$ cat src/rtl/flat_key_value_stream_parser_macros.svh
// Assertion macros shared by the parser RTL
`ifndef FLAT_KEY_VALUE_STREAM_PARSER_MACROS_SVH
`define FLAT_KEY_VALUE_STREAM_PARSER_MACROS_SVH

// same-cycle implication, checked out of reset
`define FKVP_ASSERT_NOW(lbl, ante, cons) \
  lbl: assert property (@(posedge clk) disable iff (!rst_n) (ante) |-> (cons)) \
    else $error("fkvp assertion failed");

// next-cycle implication, checked out of reset
`define FKVP_ASSERT_NEXT(lbl, ante, cons) \
  lbl: assert property (@(posedge clk) disable iff (!rst_n) (ante) |=> (cons)) \
    else $error("fkvp assertion failed");

`endif

$ cat src/rtl/fkvp_pkg.sv
// Package: codes, characters and helpers of the key/value stream parser
`default_nettype none
package fkvp_pkg;

  localparam logic [7:0] CH_LBRACE = 8'h7B;
  localparam logic [7:0] CH_RBRACE = 8'h7D;
  localparam logic [7:0] CH_COLON  = 8'h3A;
  localparam logic [7:0] CH_QUOTE  = 8'h22;
  localparam logic [7:0] CH_COMMA  = 8'h2C;

  localparam logic [1:0] FLOW_IDLE  = 2'd0;
  localparam logic [1:0] FLOW_KEY   = 2'd1;
  localparam logic [1:0] FLOW_VALUE = 2'd2;
  localparam logic [1:0] FLOW_FAULT = 2'd3;

  localparam logic [2:0] ERR_NONE    = 3'd0;
  localparam logic [2:0] ERR_VALID   = 3'd1;
  localparam logic [2:0] ERR_PARSE   = 3'd2;
  localparam logic [2:0] ERR_UNKNOWN = 3'd3;
  localparam logic [2:0] ERR_TIMEOUT = 3'd4;

  localparam logic [1:0] ACT_BYTE = 2'd0;
  localparam logic [1:0] ACT_TICK = 2'd1;
  localparam logic [1:0] ACT_READ = 2'd2;

  localparam logic [2:0] SLOT_NONE   = 3'd7;
  localparam int unsigned CFG_KEYS   = 6;
  localparam logic [2:0] CFG_TIMEOUT = 3'd6;
  localparam logic [16:0] TICK_MAX   = 17'h1FFFF;

  // configured key cut to nchars bytes and at its first zero byte
  function automatic logic [63:0] key_text(input logic [63:0] w, input int unsigned nchars);
    logic [63:0] r;
    logic stop;
    r = '0;
    stop = 1'b0;
    for (int i = 0; i < 8; i++) begin
      if (!stop && (i < nchars) && (w[8*i +: 8] != 8'h00)) begin
        r[8*i +: 8] = w[8*i +: 8];
      end else begin
        stop = 1'b1;
      end
    end
    return r;
  endfunction

endpackage
`default_nettype wire

$ cat src/rtl/fkvp_if.sv
// Valid/ready channel interfaces for parser input and result beats
`default_nettype none
interface fkvp_in_if;
  logic       valid;
  logic       ready;
  logic [1:0] action;
  logic [7:0] byte_in;
  logic [2:0] read_key;
  logic [3:0] read_pos;
  modport source (output valid, action, byte_in, read_key, read_pos, input ready);
  modport sink (input valid, action, byte_in, read_key, read_pos, output ready);
endinterface

interface fkvp_out_if;
  logic       valid;
  logic       ready;
  logic [1:0] parse_state;
  logic [2:0] error_code;
  logic       pair_done;
  logic       key_valid;
  logic [2:0] key_index;
  logic       value_changed;
  logic       message_done;
  logic [7:0] read_char;
  modport source (output valid, parse_state, error_code, pair_done, key_valid, key_index,
                  value_changed, message_done, read_char, input ready);
  modport sink (input valid, parse_state, error_code, pair_done, key_valid, key_index,
                value_changed, message_done, read_char, output ready);
endinterface
`default_nettype wire

$ cat src/rtl/fkvp_ram.sv
// Generic single-write, single-read RAM with registered read data
`default_nettype none
module fkvp_ram #(
  parameter int WIDTH = 8,
  parameter int DEPTH = 16
) (
  input  wire logic                                    clk,
  input  wire logic                                    we,
  input  wire logic [(DEPTH > 1 ? $clog2(DEPTH) : 1)-1:0] waddr,
  input  wire logic [WIDTH-1:0]                        wdata,
  input  wire logic [(DEPTH > 1 ? $clog2(DEPTH) : 1)-1:0] raddr,
  output logic      [WIDTH-1:0]                        rdata
);
  logic [WIDTH-1:0] mem [DEPTH];

  always_ff @(posedge clk) begin
    if (we) begin
      mem[waddr] <= wdata;
    end
    rdata <= mem[raddr];
  end
endmodule
`default_nettype wire

$ cat src/rtl/flat_key_value_stream_parser.sv
// Flat {key:value,...} byte-stream parser: sequencer, key match and value store
// One beat per item. Ticks and ordinary bytes go from S_IDLE straight to S_DONE;
// reads of stored characters pass through S_RDWAIT for the store's registered
// read data first. A ':' scans the collected key through the receive buffer's
// read port and then compares it with one configured key per cycle. A ',' or
// '}' ending a pair with a known key streams the value through one buffer
// read, one store read and one store write per cycle. The input is not
// ready while an item is being worked on; a finished result sits in the
// output register while the next item is taken. No clearing pass after reset.
`default_nettype none
`include "flat_key_value_stream_parser_macros.svh"
module flat_key_value_stream_parser
  import fkvp_pkg::*;
#(
  parameter int NUM_KEYS   = 6,
  parameter int RX_BUF_LEN = 32,
  parameter int VALUE_LEN  = 16,
  parameter int KEY_CHARS  = 8
) (
  input  wire logic        clk,
  input  wire logic        rst_n,
  fkvp_in_if.sink          in_ch,
  fkvp_out_if.source       out_ch,
  input  wire logic        cfg_we,
  input  wire logic [2:0]  cfg_idx,
  input  wire logic [63:0] cfg_data
);
  localparam int BUF_CAP = RX_BUF_LEN - 1;
  localparam int CW      = $clog2(RX_BUF_LEN);
  localparam int BAW     = (BUF_CAP > 1) ? $clog2(BUF_CAP) : 1;
  localparam int ST_DEPTH = NUM_KEYS * VALUE_LEN;
  localparam int SAW     = (ST_DEPTH > 1) ? $clog2(ST_DEPTH) : 1;
  localparam int VLW     = $clog2(VALUE_LEN);
  localparam int SW      = $clog2(RX_BUF_LEN + 65);

  typedef enum logic [2:0] {
    S_IDLE, S_KSCAN, S_KCMP, S_VSCAN, S_RDWAIT, S_DONE
  } state_t;

  state_t           state_r;
  logic [1:0]       flow_r;
  logic [2:0]       err_r;
  logic [CW-1:0]    cnt_r;
  logic [2:0]       slot_r;
  logic [63:0]      keych_r;
  logic [16:0]      elapsed_r;
  logic [15:0]      tmo_r;
  logic [63:0]      keyw_r [CFG_KEYS];
  logic [VLW-1:0]   vlen_r [NUM_KEYS];
  logic [SW-1:0]    j_r;
  logic [SW-1:0]    pj_r;
  logic             pend_r;
  logic [2:0]       k_r;
  logic             pair_r, kvalid_r, changed_r, msg_r;
  logic [7:0]       rchar_r;

  logic             out_v_r;
  logic [1:0]       out_ps_r;
  logic [2:0]       out_ec_r;
  logic             out_pair_r, out_kv_r, out_chg_r, out_msg_r;
  logic [2:0]       out_ki_r;
  logic [7:0]       out_rc_r;

  logic             accept;
  logic             is_push;
  logic             buf_we;
  logic [7:0]       bdata;
  logic [7:0]       sdata;
  logic             st_we;
  logic [SAW-1:0]   st_waddr, st_raddr;
  logic [SAW-1:0]   st_base;
  logic             rd_ok;
  logic             ch_ok;
  logic [63:0]      ktext;
  logic [16:0]      tick_inc;

  assign accept  = in_ch.valid && in_ch.ready;
  assign in_ch.ready = (state_r == S_IDLE);
  assign is_push = (in_ch.action == ACT_BYTE) && (in_ch.byte_in != CH_QUOTE)
                && (((flow_r == FLOW_KEY) && (in_ch.byte_in != CH_COLON))
                 || ((flow_r == FLOW_VALUE) && (in_ch.byte_in != CH_COMMA)
                     && (in_ch.byte_in != CH_RBRACE)));
  assign buf_we  = accept && is_push && (32'(cnt_r) < BUF_CAP);

  assign st_base = SAW'(32'(slot_r) * VALUE_LEN);
  assign st_waddr = SAW'(st_base + SAW'(pj_r));
  assign st_raddr = (state_r == S_IDLE)
                  ? SAW'(32'(in_ch.read_key) * VALUE_LEN + 32'(in_ch.read_pos))
                  : SAW'(st_base + SAW'(j_r));
  // character seen at pj_r is part of the text
  assign ch_ok   = (32'(pj_r) < 32'(cnt_r)) && (bdata != 8'h00);
  assign st_we   = (state_r == S_VSCAN) && pend_r && ch_ok && (32'(pj_r) < VALUE_LEN - 1);
  assign rd_ok   = (32'(in_ch.read_key) < NUM_KEYS)
                && (32'(in_ch.read_pos) < VALUE_LEN)
                && (32'(in_ch.read_pos) < 32'(vlen_r[in_ch.read_key]));
  assign ktext   = key_text(keyw_r[k_r], KEY_CHARS);
  assign tick_inc = (elapsed_r < TICK_MAX) ? elapsed_r + 17'd1 : elapsed_r;

  fkvp_ram #(.WIDTH(8), .DEPTH(BUF_CAP)) u_buf (
    .clk   (clk),
    .we    (buf_we),
    .waddr (cnt_r[BAW-1:0]),
    .wdata (in_ch.byte_in),
    .raddr (j_r[BAW-1:0]),
    .rdata (bdata)
  );

  fkvp_ram #(.WIDTH(8), .DEPTH(ST_DEPTH)) u_store (
    .clk   (clk),
    .we    (st_we),
    .waddr (st_waddr),
    .wdata (bdata),
    .raddr (st_raddr),
    .rdata (sdata)
  );

  always_ff @(posedge clk) begin
    if (!rst_n) begin
      state_r   <= S_IDLE;
      flow_r    <= FLOW_IDLE;
      err_r     <= ERR_NONE;
      cnt_r     <= '0;
      slot_r    <= SLOT_NONE;
      elapsed_r <= '0;
      tmo_r     <= 16'd1000;
      pend_r    <= 1'b0;
      out_v_r   <= 1'b0;
      for (int i = 0; i < CFG_KEYS; i++) keyw_r[i] <= '0;
      for (int i = 0; i < NUM_KEYS; i++) vlen_r[i] <= '0;
    end else begin
      if (cfg_we) begin
        if (32'(cfg_idx) < CFG_KEYS) begin
          keyw_r[cfg_idx] <= cfg_data;
        end else if (cfg_idx == CFG_TIMEOUT) begin
          tmo_r <= cfg_data[15:0];
        end
      end
      // in S_DONE the output register is reloaded instead
      if (out_v_r && out_ch.ready && (state_r != S_DONE)) begin
        out_v_r <= 1'b0;
      end

      case (state_r)
        S_IDLE: begin
          if (accept) begin
            pair_r    <= 1'b0;
            kvalid_r  <= 1'b0;
            changed_r <= 1'b0;
            msg_r     <= 1'b0;
            rchar_r   <= 8'h00;
            j_r       <= '0;
            pend_r    <= 1'b0;
            state_r   <= S_DONE;
            case (in_ch.action)
              ACT_BYTE: begin
                if (is_push) begin
                  if (32'(cnt_r) < BUF_CAP) begin
                    cnt_r <= cnt_r + 1'b1;
                  end else begin
                    flow_r <= FLOW_FAULT;
                    err_r  <= ERR_PARSE;
                  end
                end else begin
                  case (flow_r)
                    FLOW_IDLE: begin
                      if (in_ch.byte_in == CH_LBRACE) begin
                        flow_r <= FLOW_KEY;
                        cnt_r  <= '0;
                        slot_r <= SLOT_NONE;
                      end
                    end
                    FLOW_KEY: begin
                      if (in_ch.byte_in == CH_COLON) begin
                        flow_r  <= FLOW_VALUE;
                        keych_r <= '0;
                        state_r <= S_KSCAN;
                      end
                    end
                    FLOW_VALUE: begin
                      if (in_ch.byte_in != CH_QUOTE) begin
                        pair_r <= 1'b1;
                        if (in_ch.byte_in == CH_COMMA) begin
                          flow_r <= FLOW_KEY;
                        end else begin
                          flow_r    <= FLOW_IDLE;
                          err_r     <= ERR_VALID;
                          elapsed_r <= '0;
                          msg_r     <= 1'b1;
                        end
                        if (32'(slot_r) < NUM_KEYS) begin
                          kvalid_r <= 1'b1;
                          state_r  <= S_VSCAN;
                        end else begin
                          cnt_r <= '0;
                        end
                      end
                    end
                    default: begin
                      flow_r <= FLOW_IDLE;
                      err_r  <= ERR_UNKNOWN;
                    end
                  endcase
                end
              end
              ACT_TICK: begin
                if (err_r == ERR_VALID) begin
                  elapsed_r <= tick_inc;
                  if (tick_inc > {1'b0, tmo_r}) err_r <= ERR_TIMEOUT;
                end
              end
              ACT_READ: begin
                if (rd_ok) state_r <= S_RDWAIT;
              end
              default: begin
              end
            endcase
          end
        end

        S_KSCAN: begin
          j_r    <= j_r + 1'b1;
          pend_r <= 1'b1;
          pj_r   <= j_r;
          if (pend_r) begin
            if (!ch_ok) begin
              pend_r <= 1'b0;
              if (pj_r == '0) begin
                slot_r  <= SLOT_NONE;
                cnt_r   <= '0;
                state_r <= S_DONE;
              end else begin
                k_r     <= '0;
                state_r <= S_KCMP;
              end
            end else if (32'(pj_r) == KEY_CHARS) begin
              // key longer than allowed matches nothing
              pend_r  <= 1'b0;
              slot_r  <= SLOT_NONE;
              cnt_r   <= '0;
              state_r <= S_DONE;
            end else begin
              keych_r[{pj_r[2:0], 3'b000} +: 8] <= bdata;
            end
          end
        end

        S_KCMP: begin
          if ((ktext != '0) && (ktext == keych_r)) begin
            slot_r  <= k_r;
            cnt_r   <= '0;
            state_r <= S_DONE;
          end else if (32'(k_r) == NUM_KEYS - 1) begin
            slot_r  <= SLOT_NONE;
            cnt_r   <= '0;
            state_r <= S_DONE;
          end else begin
            k_r <= k_r + 1'b1;
          end
        end

        S_VSCAN: begin
          j_r    <= j_r + 1'b1;
          pend_r <= 1'b1;
          pj_r   <= j_r;
          if (pend_r) begin
            if (!ch_ok) begin
              // text ends here: length is pj_r, at most VALUE_LEN-1
              if (32'(pj_r) != 32'(vlen_r[slot_r])) changed_r <= 1'b1;
              vlen_r[slot_r] <= pj_r[VLW-1:0];
              pend_r  <= 1'b0;
              cnt_r   <= '0;
              state_r <= S_DONE;
            end else if (32'(pj_r) == VALUE_LEN - 1) begin
              // longer than the store holds: truncated, always changed
              changed_r      <= 1'b1;
              vlen_r[slot_r] <= VLW'(VALUE_LEN - 1);
              pend_r  <= 1'b0;
              cnt_r   <= '0;
              state_r <= S_DONE;
            end else if ((32'(pj_r) >= 32'(vlen_r[slot_r])) || (sdata != bdata)) begin
              changed_r <= 1'b1;
            end
          end
        end

        S_RDWAIT: begin
          rchar_r <= sdata;
          state_r <= S_DONE;
        end

        S_DONE: begin
          if (!out_v_r || out_ch.ready) begin
            out_v_r    <= 1'b1;
            out_ps_r   <= flow_r;
            out_ec_r   <= err_r;
            out_pair_r <= pair_r;
            out_kv_r   <= kvalid_r;
            out_ki_r   <= kvalid_r ? slot_r : 3'd0;
            out_chg_r  <= kvalid_r & changed_r;
            out_msg_r  <= msg_r;
            out_rc_r   <= rchar_r;
            state_r    <= S_IDLE;
          end
        end

        default: state_r <= S_IDLE;
      endcase
    end
  end

  assign out_ch.valid         = out_v_r;
  assign out_ch.parse_state   = out_ps_r;
  assign out_ch.error_code    = out_ec_r;
  assign out_ch.pair_done     = out_pair_r;
  assign out_ch.key_valid     = out_kv_r;
  assign out_ch.key_index     = out_ki_r;
  assign out_ch.value_changed = out_chg_r;
  assign out_ch.message_done  = out_msg_r;
  assign out_ch.read_char     = out_rc_r;

  `FKVP_ASSERT_NEXT(a_busy_after_accept, accept, state_r != S_IDLE)
  `FKVP_ASSERT_NOW(a_cnt_cap, 1'b1, 32'(cnt_r) <= BUF_CAP)
  `FKVP_ASSERT_NOW(a_vscan_bound, (state_r == S_VSCAN) && pend_r, 32'(pj_r) <= VALUE_LEN - 1)
  `FKVP_ASSERT_NOW(a_kscan_bound, (state_r == S_KSCAN) && pend_r, 32'(pj_r) <= KEY_CHARS)
  `FKVP_ASSERT_NOW(a_key_pair, out_v_r && out_kv_r, out_pair_r && (32'(out_ki_r) < NUM_KEYS))
endmodule
`default_nettype wire
$ cat src/flat_wrapper.sv
// flat-port wrapper written by rule: the top's interface ports become plain ports
module flat_key_value_stream_parser_flat import fkvp_pkg::*;
#(
  parameter int NUM_KEYS   = 6,
  parameter int RX_BUF_LEN = 32,
  parameter int VALUE_LEN  = 16,
  parameter int KEY_CHARS  = 8
)
  (clk, rst_n, cfg_we, cfg_idx, cfg_data, in_ch_valid, in_ch_action, in_ch_byte_in, in_ch_read_key, in_ch_read_pos, in_ch_ready, out_ch_valid, out_ch_parse_state, out_ch_error_code, out_ch_pair_done, out_ch_key_valid, out_ch_key_index, out_ch_value_changed, out_ch_message_done, out_ch_read_char, out_ch_ready);
  fkvp_in_if in_ch_i ();
  fkvp_out_if out_ch_i ();
  input  wire logic clk;
  input  wire logic rst_n;
  input  wire logic cfg_we;
  input  wire logic [2:0] cfg_idx;
  input  wire logic [63:0] cfg_data;
  input wire logic [$bits(in_ch_i.valid)-1:0] in_ch_valid;
  input wire logic [$bits(in_ch_i.action)-1:0] in_ch_action;
  input wire logic [$bits(in_ch_i.byte_in)-1:0] in_ch_byte_in;
  input wire logic [$bits(in_ch_i.read_key)-1:0] in_ch_read_key;
  input wire logic [$bits(in_ch_i.read_pos)-1:0] in_ch_read_pos;
  output wire logic [$bits(in_ch_i.ready)-1:0] in_ch_ready;
  output wire logic [$bits(out_ch_i.valid)-1:0] out_ch_valid;
  output wire logic [$bits(out_ch_i.parse_state)-1:0] out_ch_parse_state;
  output wire logic [$bits(out_ch_i.error_code)-1:0] out_ch_error_code;
  output wire logic [$bits(out_ch_i.pair_done)-1:0] out_ch_pair_done;
  output wire logic [$bits(out_ch_i.key_valid)-1:0] out_ch_key_valid;
  output wire logic [$bits(out_ch_i.key_index)-1:0] out_ch_key_index;
  output wire logic [$bits(out_ch_i.value_changed)-1:0] out_ch_value_changed;
  output wire logic [$bits(out_ch_i.message_done)-1:0] out_ch_message_done;
  output wire logic [$bits(out_ch_i.read_char)-1:0] out_ch_read_char;
  input wire logic [$bits(out_ch_i.ready)-1:0] out_ch_ready;
  assign in_ch_i.valid = in_ch_valid;
  assign in_ch_i.action = in_ch_action;
  assign in_ch_i.byte_in = in_ch_byte_in;
  assign in_ch_i.read_key = in_ch_read_key;
  assign in_ch_i.read_pos = in_ch_read_pos;
  assign in_ch_ready = in_ch_i.ready;
  assign out_ch_valid = out_ch_i.valid;
  assign out_ch_parse_state = out_ch_i.parse_state;
  assign out_ch_error_code = out_ch_i.error_code;
  assign out_ch_pair_done = out_ch_i.pair_done;
  assign out_ch_key_valid = out_ch_i.key_valid;
  assign out_ch_key_index = out_ch_i.key_index;
  assign out_ch_value_changed = out_ch_i.value_changed;
  assign out_ch_message_done = out_ch_i.message_done;
  assign out_ch_read_char = out_ch_i.read_char;
  assign out_ch_i.ready = out_ch_ready;
  flat_key_value_stream_parser #(.NUM_KEYS(NUM_KEYS), .RX_BUF_LEN(RX_BUF_LEN), .VALUE_LEN(VALUE_LEN), .KEY_CHARS(KEY_CHARS)) u_core (.clk(clk), .rst_n(rst_n), .in_ch(in_ch_i), .out_ch(out_ch_i), .cfg_we(cfg_we), .cfg_idx(cfg_idx), .cfg_data(cfg_data));
endmodule
$ cat config.mk
export PLATFORM = sky130hd
export DESIGN_NAME = flat_key_value_stream_parser_flat
export DESIGN_NICKNAME = d
export VERILOG_FILES = /design/src/rtl/fkvp_pkg.sv /design/src/rtl/fkvp_if.sv /design/src/rtl/fkvp_ram.sv /design/src/rtl/flat_key_value_stream_parser.sv /design/src/flat_wrapper.sv
export VERILOG_INCLUDE_DIRS = /design/src /design/src/rtl
export SDC_FILE = /design/constraint.sdc
export NUM_CORES = 2
export LEC_CHECK = 0
export BUFFER_PORTS_ARGS = -buffer_cell sky130_fd_sc_hd__buf_2
export CORE_MARGIN = 2
export CORE_UTILIZATION = 55
export CTS_BUF_LIST = sky130_fd_sc_hd__clkbuf_4 sky130_fd_sc_hd__clkbuf_8
export DETAILED_ROUTE_END_ITERATION = 12
export PLACE_DENSITY = 0.73
export SLEW_MARGIN = 20
export SYNTH_ARGS = -nofsm -noshare
export SYNTH_HDL_FRONTEND = slang
export SYNTH_SLANG_ARGS = --single-unit
$ cat constraint.sdc
create_clock -name clk -period 12.6 [get_ports clk]
set_clock_uncertainty 0.15 [all_clocks]
set_input_delay 0 -clock clk [delete_from_list [all_inputs] [get_ports clk]]
set_output_delay 0 -clock clk [all_outputs]
set_load 0.02 [all_outputs]
# Yosys cells after proc, flatten, opt, wreduce, memory -nomap -nowiden
# Memories as Yosys holds them, arrays and structs flattened. A register that Yosys moved wholly into a read port is not among the register bits.
# Cells that the tools add are included.
[totals] input_bits=89 wordCells=357 n_memories=4 reg_bits=164 ram_bits=1424 out_inout_bits=22
[op_classes] addsub=8 magnitude_cmp=10 bitwise_logic=6 n_mux=157 shifts=2 n_eq_ne=66 reduce_logical=78
[mem_list] memory="u_core.u_store.mem" words=96 width=8 read_ports=1 rd_clocked_by_memory_dff=1 write_ports=1 line_no="fkvp_ram.sv:14" text="logic [WIDTH-1:0] mem [DEPTH];"
[mem_list] memory="u_core.keyw_r" words=6 width=64 read_ports=1 rd_clocked_by_memory_dff=1 write_ports=6 line_no="flat_key_value_stream_parser.sv:48" text="logic [63:0] keyw_r [CFG_KEYS];"
[mem_list] memory="u_core.u_buf.mem" words=31 width=8 read_ports=1 rd_clocked_by_memory_dff=1 write_ports=1 line_no="fkvp_ram.sv:14"
[mem_list] memory="u_core.vlen_r" words=6 width=4 read_ports=2 rd_clocked_by_memory_dff=1 write_ports=6 line_no="flat_key_value_stream_parser.sv:49" text="logic [VLW-1:0] vlen_r [NUM_KEYS];"
[op_table] cell="64-bit two-way mux" n=9
[op_table] cell="64-bit one-hot mux with 2 select lines" n=1
[op_table] cell="3-bit two-way mux" n=42
[op_table] cell="17-bit two-way mux" n=6
[op_table] cell="5-bit two-way mux" n=16
[op_table] cell="8-bit two-way mux" n=9
[op_table] cell="8-bit nonzero test" n=9
[op_table] cell="64-bit bitwise mux" n=1
[op_table] cell="64-bit == test" n=1
[op_table] cell="64-bit nonzero test" n=1
[op_table] cell="64-bit OR reduction" n=1
[op_table] cell="8-bit by 8-bit variable shift with 64-bit output (first input constant)" n=1
[op_table] cell="8-bit by 8-bit indexed part select with 64-bit output" n=1
[op_table] cell="1-bit two-way mux" n=49
[op_table] cell="2-bit != test (second input constant)" n=17
[op_table] cell="17-bit one-hot mux with 2 select lines" n=1
[op_table] cell="3-bit one-hot mux with 2 select lines" n=5
[op_table] cell="8-bit by 6-bit != test with 1-bit output (second input constant)" n=3
[op_table] cell="1-bit logical AND" n=23
[op_table] cell="7-bit AND reduction" n=3
[op_table] cell="4-bit != test (second input constant)" n=5
[op_table] cell="5-bit one-hot mux with 4 select lines" n=1
[op_table] cell="10-bit AND reduction" n=2
[op_table] cell="3-bit one-hot mux with 6 select lines" n=1
[op_table] cell="61 further kinds" n=119

# Longest topological paths before layout
[depth] depth_word=27 ltp_mapped=20

# Modules after synthesis
# A second synthesis with hierarchy kept.
[hier_totals] cells_unflattened=4755 area_unflattened_um2=75185.9
[modules_own_cells] mod="flat_key_value_stream_parser" seq_area_each_um2=20870.0 cells_per_inst=2824 n_inst=1 area_each_um2=35078.6
[modules_own_cells] mod="fkvp_ram at u_core.u_store" seq_area_each_um2=23222.3 cells_per_inst=1370 n_inst=1 area_each_um2=29998.8
[modules_own_cells] mod="fkvp_ram at u_core.u_buf" seq_area_each_um2=7607.3 cells_per_inst=561 n_inst=1 area_each_um2=10108.4

# Least setup slack after synthesis
# No wires, ideal clock.
[synth_timing] kind="register to register" start="register u_core.u_buf.rdata[6], read port of u_core.u_buf.mem" end="register u_core.keych_r[0], enable pin" arrival_time_ns=12.697 setup_slack_ns=-1.074 t_required_ns=11.623 synth_period_minus_slack_ns=13.674 setup_ns=0.827 path_stages_with_launch=7 path_buffers=1 path_cell_list="dfxtp_1 -> clkbuf_1 -> nor4_1 -> a2111oi_0 -> o21a_1 -> a21oi_1 -> a2111oi_0"
[synth_via] elab_chain_cells=4
[synth_rtl] item="from (decl)" line_no="fkvp_ram.sv:12" text="output logic [WIDTH-1:0] rdata"
[synth_rtl] item="8-bit nonzero test" line_no="flat_key_value_stream_parser.sv:91" text="assign ch_ok = (32'(pj_r) < 32'(cnt_r)) && (bdata != 8'h00);"
[synth_rtl] item="1-bit logical AND" line_no="flat_key_value_stream_parser.sv:91"
[synth_rtl] item="2-bit by 1-bit != test with 1-bit output (no source line)"
[synth_rtl] item="10-bit AND reduction (no source line)"
[synth_rtl] item="to (signal, indexed assignment)" line_no="flat_key_value_stream_parser.sv:242" text="keych_r[{pj_r[2:0], 3'b000} +: 8] <= bdata;"
[synth_rtl] item="to (decl)" line_no="flat_key_value_stream_parser.sv:45" text="logic [63:0] keych_r;"
# No other way between the ends.
# A chain may end at the register's enable or synchronous reset.

==> metrics.cfg <==
[power]
vdd_drop_max_mv = 0.222
leakage_nw = 29.1
p_per_area_nw_per_um2 = 194

[grt]
antenna_found_initial = 13
grt_usage_pct = 26.2
overflow = 0
grt_pass1_wl_mm = 264
grt_max_degree = 139
grt_pass1_vias = 43000

[timing]
period_share_pct = 56.0
period_minus_slack_ns = 7.05
slew_headroom_pct = 25.2
finalSetupTns_ns = 0
rsz0062_at_grt = no
slew_violations = 0
setup-violations-final = 0
finalHoldViolCount = 0
fmax_ghz = 0.142
tightest_slew_ns = 1.12

[yosys]
yosys_warnings = 0
syn_area_per_cell_um2 = 16.5
synth_commonest_cells = edfxtp_1 (1673), nor2_1 (572), mux4_2 (408), nand2_1 (398), clkbuf_1 (166)
synth_top_cell_by_area = edfxtp_1
ys_seq_elements = 1746
synth_most_common_cell = edfxtp_1
synth_edf_count = 1673
synth_cell_types = 82
synth_area_um2 = 72900
netlist_instances = 4407
async_flop_share_pct = 0
synthTopCellsByArea = edfxtp_1 (69%), mux4_2 (13%), nor2_1 (2.9%)
synth-main-ff-cell = edfxtp_1
synth_top_area_share_pct = 68.9
seq_area_frac_synth_pct = 70.9

[floorplan]
chipWidth_um = 368
num_rows = 133
die_height_um = 368
start_util_pct = 55.5
dieArea_um2 = 135000
core_region_area_um2 = 131000
ios = 111

[clock_tree]
numCtsBuffers = 292
ctsLongestPathBuffers = 4
postCtsSetupBuffers = 0
cts_resized = 0
clk_pin_slew_ns = 0.06
cts_root_buf = clkbuf_8
clock_sinks = 1746
cts_tree = yes
holdBufCountCts = 232
h-tree-depth = 5
clock_latency_ns = 1.00

[detailed_routing]
drc = 0
wl_per_cell_um = 25.5
ant_nets = 0
drtIter0Drc = 4820
via_per_inst = 6.08
vias = 42400
drt-pass1-iter-count = 6
drt-total-wl_mm = 178

[critical_path]
cp-start-kind = flip-flop
worstSetupPathType = reg -> reg
cp-end-kind = flip-flop
crit_required_ns = 13.31
arrival_ns = 7.77
r2r_slack_ns = 5.55
worstPathMaxFanout = 54

[placed_design]
dpl_cell_area_um2 = 75900
dp_cells = 6249
port_buffers = 110
place_hpwl_mm = 104
gp_congestion = 0.902

[finish]
area_growth_pct = 14.8
fin_cells = 6978
post-route-util_pct = 63.7
layout-drive-gt1-share_pct = 20.8
fin_nets = 5156
finalInstanceArea_um2 = 83700

[run]
maxCapViolations = 0

[run_status]
status = finished clean

[worst_hold_path]
hold_path.class = in -> reg

## cell type report
class                   instances  area, µm²
repair buffers                399       3370
well taps                    1755       2200
inverters                     117        439
clock inverters                90        470
multi-input cells            2465      20600
flip-flops and latches       1746      51700
clock buffers                 405       4940
fillers                      9178      47700
diodes                          1       2.50
## kinds of logic (layout without fill, tap and decap cells)
family	after synthesis	in the layout	synth area share [%]
buffers and inverters	371	1011	2.06
xor gates and xnor gates	67	67	0.805
and+or+nand+nor	1320	1320	7.96
muxes	556	556	14.7
adders and majority gates	46	46	0.810
DFF	1746	1746	70.9
AOI/OAI and AO/OA	300	300	2.78
other	1	177	0.00514
## where the power goes
group	switching (mW)	internal, mW	total, mW
combinational	2.56	1.61	4.17
sequential	0.270	7.06	7.33
clock	2.16	2.58	4.74
## registers in the layout, indices dropped and copies added, names as in the netlist, 5 cells and up, named ones only
register	flops
u_core.out_ch.read_char	8
u_core.j_r	7
u_core.u_buf.mem	248
u_core.u_store.mem	768
u_core.keyw_r	512
u_core.rchar_r	8
u_core.pj_r	7
u_core.tmo_r	16
u_core.u_store.rdata	8
u_core.u_buf.rdata	8
u_core.elapsed_r	17
u_core.vlen_r	32
u_core.cnt_r	5
u_core.keych_r	64
## layer usage
| layer | share of wire [%] | vias to the layer above | global-route usage, % |
|---|---|---|---|
| met5 | 0.019 | - | 0 |
| met4 | 3.6 | 6 | 10.3 |
| met3 | 8.7 | 422 | 4.80 |
| met2 | 49 | 2315 | 42.7 |
| met1 | 39 | 21500 | 35.3 |
| li1 | - | 18200 | - |
## layout by cell type, fill, tap and decap left out, types with 34 or more instances in the layout
master / count
a21oi_1: 71
a311oi_1: 34
and3_1: 100
buf_2: 112
buf_4: 50
clkbuf_4: 101
clkbuf_8: 304
clkinv_1: 58
conb_1: 176
dfxtp_1: 62
dlygate4sd3_1: 227
edfxtp_1: 1673
ha_1: 44
inv_1: 115
mux2i_1: 124
mux4_2: 408
nand2_1: 391
nand3_1: 88
nor2_1: 571
o21ai_0: 53
xor2_1: 36
## through the flow
| stage | total power, mW | worst slack [ns] | hold WS (ns) |
|---|---|---|---|
| finish | 16.2 | 5.55 | 0.0926 |
| global route | 16.8 | 5.32 | 0.0908 |
| CTS | 16.3 | 5.62 | 0.00832 |
| detailed placement | 11.5 | 5.89 | 0.144 |
| global placement | 11.4 | 5.94 | 0.131 |
| floorplan | 10.1 | 2.08 | -0.0511 |
## worst paths after layout
check                           cells past startpoint         startpoint                    endpoint
worst max-delay path                               15          flip-flop           u_core.state_r[1]
worst min-delay path                                4              rst_n            u_core.flow_r[0]
worst max register to register                     15          flip-flop           u_core.state_r[1]
worst min register to register                      0  u_core.rchar_r[4]  u_core.out_ch.read_char[4]
## worst max-delay path: stages, from the launching register on
cell and delay [ns]:
dfxtp_4 0.55, buf_4 0.73, buf_4 0.71, mux4_2 0.40, mux2i_1 0.34, or4bb_1 0.57
o22ai_1 0.28, or3_1 0.47, nor2_1 0.13, mux2_4 0.32, or4_4 0.55, nor4_4 0.55
a211oi_2 0.21, nor2_1 0.14, a311oi_1 0.10, dlygate4sd3_1 0.61
No activity file was read; power rests on OpenSTA's default activity.
